--- config.mk ---
export PLATFORM = sky130hd
export DESIGN_NAME = mfr_parse
export DESIGN_NICKNAME = d
export VERILOG_FILES = /design/src/rtl/core/mfr_pkg.sv /design/src/rtl/core/mfr_parse.sv
export SDC_FILE = /design/constraint.sdc
export NUM_CORES = 1
export LEC_CHECK = 0
export ABC_AREA = 1
export ABC_CLOCK_PERIOD_IN_PS = 5100
export CAP_MARGIN = 0
export CORE_MARGIN = 2
export CORE_UTILIZATION = 60
export DETAILED_ROUTE_END_ITERATION = 7
export DONT_BUFFER_PORTS = 1
export GPL_ROUTABILITY_DRIVEN = 1
export PLACE_DENSITY = 0.76
export SLEW_MARGIN = 5
export SYNTH_ARGS = -nofsm -noshare
export SYNTH_HDL_FRONTEND = slang
export SYNTH_SLANG_ARGS = --single-unit
--- constraint.sdc ---
create_clock -name vclk -period 5.1
set_input_delay 0.765 -clock vclk [all_inputs]
set_output_delay 0.765 -clock vclk [all_outputs]
set_load 0.03 [all_outputs]
--- src/rtl/core/mfr_pkg.sv ---
// ----------------------------------------------------------------------------
// mfr_pkg
// Types, codes and constants shared by the M-Bus frame receiver.
// ----------------------------------------------------------------------------
package mfr_pkg;

  localparam int unsigned ByteW  = 8;
  localparam int unsigned IndexW = 9;
  localparam int unsigned KindW  = 2;
  localparam int unsigned EventW = 3;

  localparam logic [ByteW-1:0] ByteSingle = 8'hE5;
  localparam logic [ByteW-1:0] ByteShort  = 8'h10;
  localparam logic [ByteW-1:0] ByteLong   = 8'h68;

  localparam logic [IndexW-1:0] ShortHdrLast = 9'd2;
  localparam logic [IndexW-1:0] LongHdrLast  = 9'd6;
  localparam logic [IndexW-1:0] LongLenIdx   = 9'd1;
  localparam logic [IndexW-1:0] LongLen2Idx  = 9'd2;
  localparam logic [IndexW-1:0] LongStart2Idx = 9'd3;
  localparam logic [ByteW-1:0]  LongMinLen   = 8'd3;
  localparam logic [IndexW-1:0] LongLenOfs   = 9'd4;

  typedef enum logic [1:0] {
    PH_IDLE   = 2'd0,
    PH_HEADER = 2'd1,
    PH_DATA   = 2'd2,
    PH_TAIL   = 2'd3
  } phase_t;

  typedef enum logic [KindW-1:0] {
    KIND_SINGLE = 2'd0,
    KIND_SHORT  = 2'd1,
    KIND_LONG   = 2'd2
  } kind_t;

  typedef enum logic [EventW-1:0] {
    EV_IN_FRAME   = 3'd0,
    EV_OK         = 3'd1,
    EV_BAD_START  = 3'd2,
    EV_BAD_HEADER = 3'd3,
    EV_CHECKSUM   = 3'd4
  } event_t;

  typedef struct packed {
    phase_t            phase;
    kind_t             kind;
    logic [IndexW-1:0] count;
    logic [IndexW-1:0] exp_size;
    logic [ByteW-1:0]  len_field;
    logic [ByteW-1:0]  sum_acc;
    logic              hdr_ok;
  } rx_state_t;

  typedef struct packed {
    logic [ByteW-1:0]  echo_byte;
    logic [IndexW-1:0] byte_index;
    kind_t             frame_kind;
    event_t            event_res;
    logic              frame_end;
  } rx_result_t;

  localparam rx_state_t IdleState = '{
    phase:     PH_IDLE,
    kind:      KIND_SINGLE,
    count:     '0,
    exp_size:  '0,
    len_field: '0,
    sum_acc:   '0,
    hdr_ok:    1'b1
  };

endpackage

--- src/rtl/core/mfr_parse.sv ---
// ----------------------------------------------------------------------------
// mfr_parse
// Per-byte frame parser step: next receiver state and the byte's result.
// ----------------------------------------------------------------------------
module mfr_parse
  import mfr_pkg::*;
(
  input  rx_state_t        st,
  input  logic [ByteW-1:0] rx_byte,
  output rx_state_t        st_nxt,
  output rx_result_t       res
);

  logic              finish;
  logic [IndexW-1:0] idx;
  logic [ByteW-1:0]  sum_add;
  logic [IndexW:0]   idx_inc;

  assign idx     = st.count;
  assign sum_add = st.sum_acc + rx_byte;
  assign idx_inc = {1'b0, idx} + {{IndexW{1'b0}}, 1'b1};

  // result and finish decision
  always_comb begin
    res.echo_byte  = rx_byte;
    res.byte_index = idx;
    res.frame_kind = st.kind;
    res.event_res  = EV_IN_FRAME;
    finish         = 1'b0;
    unique case (st.phase)
      PH_IDLE: begin
        res.byte_index = '0;
        if (rx_byte == ByteSingle) begin
          res.frame_kind = KIND_SINGLE;
          res.event_res  = EV_OK;
          finish         = 1'b1;
        end else if (rx_byte == ByteShort) begin
          res.frame_kind = KIND_SHORT;
        end else if (rx_byte == ByteLong) begin
          res.frame_kind = KIND_LONG;
        end else begin
          res.frame_kind = KIND_SINGLE;
          res.event_res  = EV_BAD_START;
          finish         = 1'b1;
        end
      end
      PH_HEADER: begin
        if (st.kind != KIND_SHORT && idx >= LongHdrLast &&
            (!st.hdr_ok || st.len_field < LongMinLen)) begin
          res.event_res = EV_BAD_HEADER;
          finish        = 1'b1;
        end
      end
      PH_DATA: begin
        finish = 1'b0;
      end
      PH_TAIL: begin
        if (idx != st.exp_size) begin
          res.event_res = (st.sum_acc == '0) ? EV_OK : EV_CHECKSUM;
          finish        = 1'b1;
        end
      end
      default: finish = 1'b1;
    endcase
    res.frame_end = finish;
  end

  // next state
  always_comb begin
    st_nxt       = st;
    st_nxt.count = idx_inc[IndexW-1:0];
    unique case (st.phase)
      PH_IDLE: begin
        if (rx_byte == ByteShort) begin
          st_nxt.kind  = KIND_SHORT;
          st_nxt.phase = PH_HEADER;
        end else if (rx_byte == ByteLong) begin
          st_nxt.kind  = KIND_LONG;
          st_nxt.phase = PH_HEADER;
        end
      end
      PH_HEADER: begin
        if (st.kind == KIND_SHORT) begin
          st_nxt.sum_acc = sum_add;
          if (idx >= ShortHdrLast) begin
            st_nxt.exp_size = ShortHdrLast + 9'd1;
            st_nxt.phase    = PH_TAIL;
          end
        end else begin
          if (idx == LongLenIdx) begin
            st_nxt.len_field = rx_byte;
          end else if (idx == LongLen2Idx) begin
            if (rx_byte != st.len_field) st_nxt.hdr_ok = 1'b0;
          end else if (idx == LongStart2Idx) begin
            if (rx_byte != ByteLong) st_nxt.hdr_ok = 1'b0;
          end else begin
            st_nxt.sum_acc = sum_add;
          end
          if (idx >= LongHdrLast) begin
            st_nxt.exp_size = {1'b0, st.len_field} + LongLenOfs;
            st_nxt.phase    = (st.len_field == LongMinLen) ? PH_TAIL : PH_DATA;
          end
        end
      end
      PH_DATA: begin
        st_nxt.sum_acc = sum_add;
        if (idx_inc >= {1'b0, st.exp_size}) st_nxt.phase = PH_TAIL;
      end
      PH_TAIL: begin
        st_nxt.sum_acc = st.sum_acc - rx_byte;
      end
      default: st_nxt = IdleState;
    endcase
    if (finish) st_nxt = IdleState;
  end

endmodule

==> flow_summary_export.csv <==
group,metric,value,unit
status,status,"completed",
worst_hold_path,hold_path.class,"in -> out",
timing,max_slew_margin,26.49,%
global_routing,antenna_found_initial,0,
yosys,syn_area,0.002883,sq mm
routing,drtAntennaViolNets,0,
clock_tree,cts_setup_buffers,0,
power_and_ir_drop,power.density,113.5,mW/mm^2
routing,drt_pass1_iterations,7,
floorplan,die_y,73.32,um
yosys,synth_largest_area_cell,"nand2_1",
yosys,synth_cells,525,
floorplan,die_x,73.32,um
layout,layout.nets,580,
routing,vias_per_cell,6.027,
global_routing,grt_usage,32.87,%
timing,finalSetupViolCount,0,
timing,rsz0062_at_grt,"false",
worst_setup_path,cp_common_cell,"nand2_4",
routing,drc,0,
worst_setup_path,required,4.34,ns
timing,finalHoldViolCount,0,
yosys,yosys-top-cells-count,"120 x nand2_1, 76 x inv_1, 54 x nor2_1, 38 x nand3_1, 34 x o21ai_0",
routing,drt_iter0_drc,217,
worst_setup_path,cp_slowest_stage_delay,0.74,ns
power_and_ir_drop,p_leak,1.465,nW
layout,clock_buffer_count,0,
placement,portBuffers,0,
timing,timing.final.ws_setup,1.595,ns
worst_setup_path,path_class,"in -> out",
layout,drive_above_1_share,10.98,%
run,maxCapViolations,0,
worst_setup_path,crit_chain,"ha_1, a21oi_1, nand2_1, nor2_1, nand3_1, nand2_2, nand2_4, nand2_4, inv_4, nor3_1",
yosys,post-synth-top-count-cell,"nand2_1",
yosys,yosysSeqAreaShare,0,%
layout,fillCellCount,481,
worst_setup_path,endpoint_kind,"output port",
timing,layout_min_cycle_time,3.505,ns
layout,seq_cells,0,
layout,regArea,0,sq um
power_and_ir_drop,irDropWorstVdd,0.05038,mV
routing,vias,3345,
worst_setup_path,path_max_fanout,26,
worst_setup_path,startpoint_type,"primary input",
floorplan,start_util,61.44,%
clock_tree,cts_hold_buf,0,
yosys,synth_cell_type_count,45,
clock_tree,cts_resized,0,
placement,place_ws,1.600,ns
global_routing,grt_pass1_vias,3024,
global_routing,overflow,0,
yosys,syn_area_per_cell,5.491,sq um
timing,timing.final.crit_share,68.72,%
layout,areaGrowthSynthToFinish,-3.559,%
worst_setup_path,crit_slowest_cell,"nor3_1",
yosys,synth.area.top_cells,"nand2_1 16%, ha_1 12%, inv_1 9.9%, nor2_1 7.0%, nand3_1 6.6%",
floorplan,dieArea,0.005375,sq mm
placement,dp_hpwl,7376,um
floorplan,num_rows,25,
yosys,syn_nets,602,
routing,wl_per_cell,16.17,um
yosys,synth_top_area_share,15.63,%
global_routing,grt_pass1_wl,14280,um
layout,diodes,0,
yosys,ys_warn_count,0,
worst_setup_path,arrival,2.74,ns
floorplan,core,0.004692,sq mm
timing,drv_slew,0,
timing,fmaxAchievable,285.3,MHz
global_routing,grt_start_max_net_pins,27,
floorplan,boundaryPins,109,
timing,worst_pin_slew,1.093,ns
routing,drt_wl_total,8977,um
timing,setup_tns,0,ns
placement,routabilityCongestion,1.002,
==> final cells by class <==
class | count | area, sq um | area share (%)
multi-input cells | 413 | 2380 | 85.60
inverters | 88 | 332.8 | 11.97
well taps | 54 | 67.56 | 2.430
==> kinds of logic (layout without fill, tap and decap cells) <==
family          count (synthesis)  after routing  synth area share (%)
compound gates                 93             93                 18.88
xor+xnor                       14             14                 4.254
fa+ha+maj                      30             30                 13.54
buf+inv                       112             88                 17.45
simple gates                  276            276                 45.88
==> where the power goes <==
part / total [mW] / leakage (nW) / internal [mW] / switching (mW)
clock: 0 / 0 / 0 / 0
sequential: 0 / 0 / 0 / 0
combinational: 0.316 / 1.46 / 0.0848 / 0.231
==> worst max-delay path, delay by kind of cell <==
kind	cells	cell delay (ns)
AND/OR/NAND/NOR	7	1.35
buffers and inverters	1	0.20
AO/OA/AOI/OAI	1	0.13
adder cells (fa/ha/maj)	1	0.28
==> stage by stage <==
stage	utilization, %	instance area (sq um)	hold WS [ns]	std cells	total power [mW]
finish	59.25	2780	1.530	555	0.3156
global route	59.25	2780	1.530	555	0.3482
CTS	59.25	2780	1.530	555	0.3122
detailed placement	59.25	2780	1.530	555	0.3112
global placement	59.25	2780	1.530	555	0.3065
floorplan	-	2883	1.594	525	0.2886
==> layout by cell type, fill, tap and decap left out <==
master,instances
nand2_1,120
inv_1,76
nor2_1,54
nand3_1,38
o21ai_0,34
a21oi_1,28
ha_1,28
nand4_1,18
nor2_2,13
inv_2,10
xor2_1,8
a21oi_2,7
xnor2_1,6
nor2_4,6
nor3_1,6
o21a_1,5
o22ai_1,5
nand2_2,4
nand3_2,4
o211ai_1,4
o21ai_1,4
nand2_4,3
nor4_1,2
nor3_2,2
fa_1,2
clkinv_1,1
o21ai_2,1
a21oi_4,1
nor4_2,1
inv_4,1
a21o_1,1
nor3b_1,1
and2_1,1
nand3b_1,1
nor3_4,1
o21bai_1,1
or2_2,1
o31ai_1,1
a31oi_1,1
==> worst paths after layout <==
check                 startpoint    endpoint  cells past startpoint
worst min-delay path  rx_byte[4]     res[19]                      0
worst max-delay path      st[17]  st_nxt[28]                     10
==> metal layers <==
| layer | routed length, um | share of wire, % | track usage (%) | vias to the layer above |
|---|---|---|---|---|
| li1 | - | - | - | 1642 |
| met1 | 3707 | 41 | 45.12 | 1495 |
| met2 | 4205 | 47 | 54.15 | 194 |
| met3 | 946 | 11 | 5.898 | 14 |
| met4 | 118 | 1.3 | 6.263 | 0 |
| met5 | 0 | 0 | 0 | - |
(Power assumes the default switching activity.)
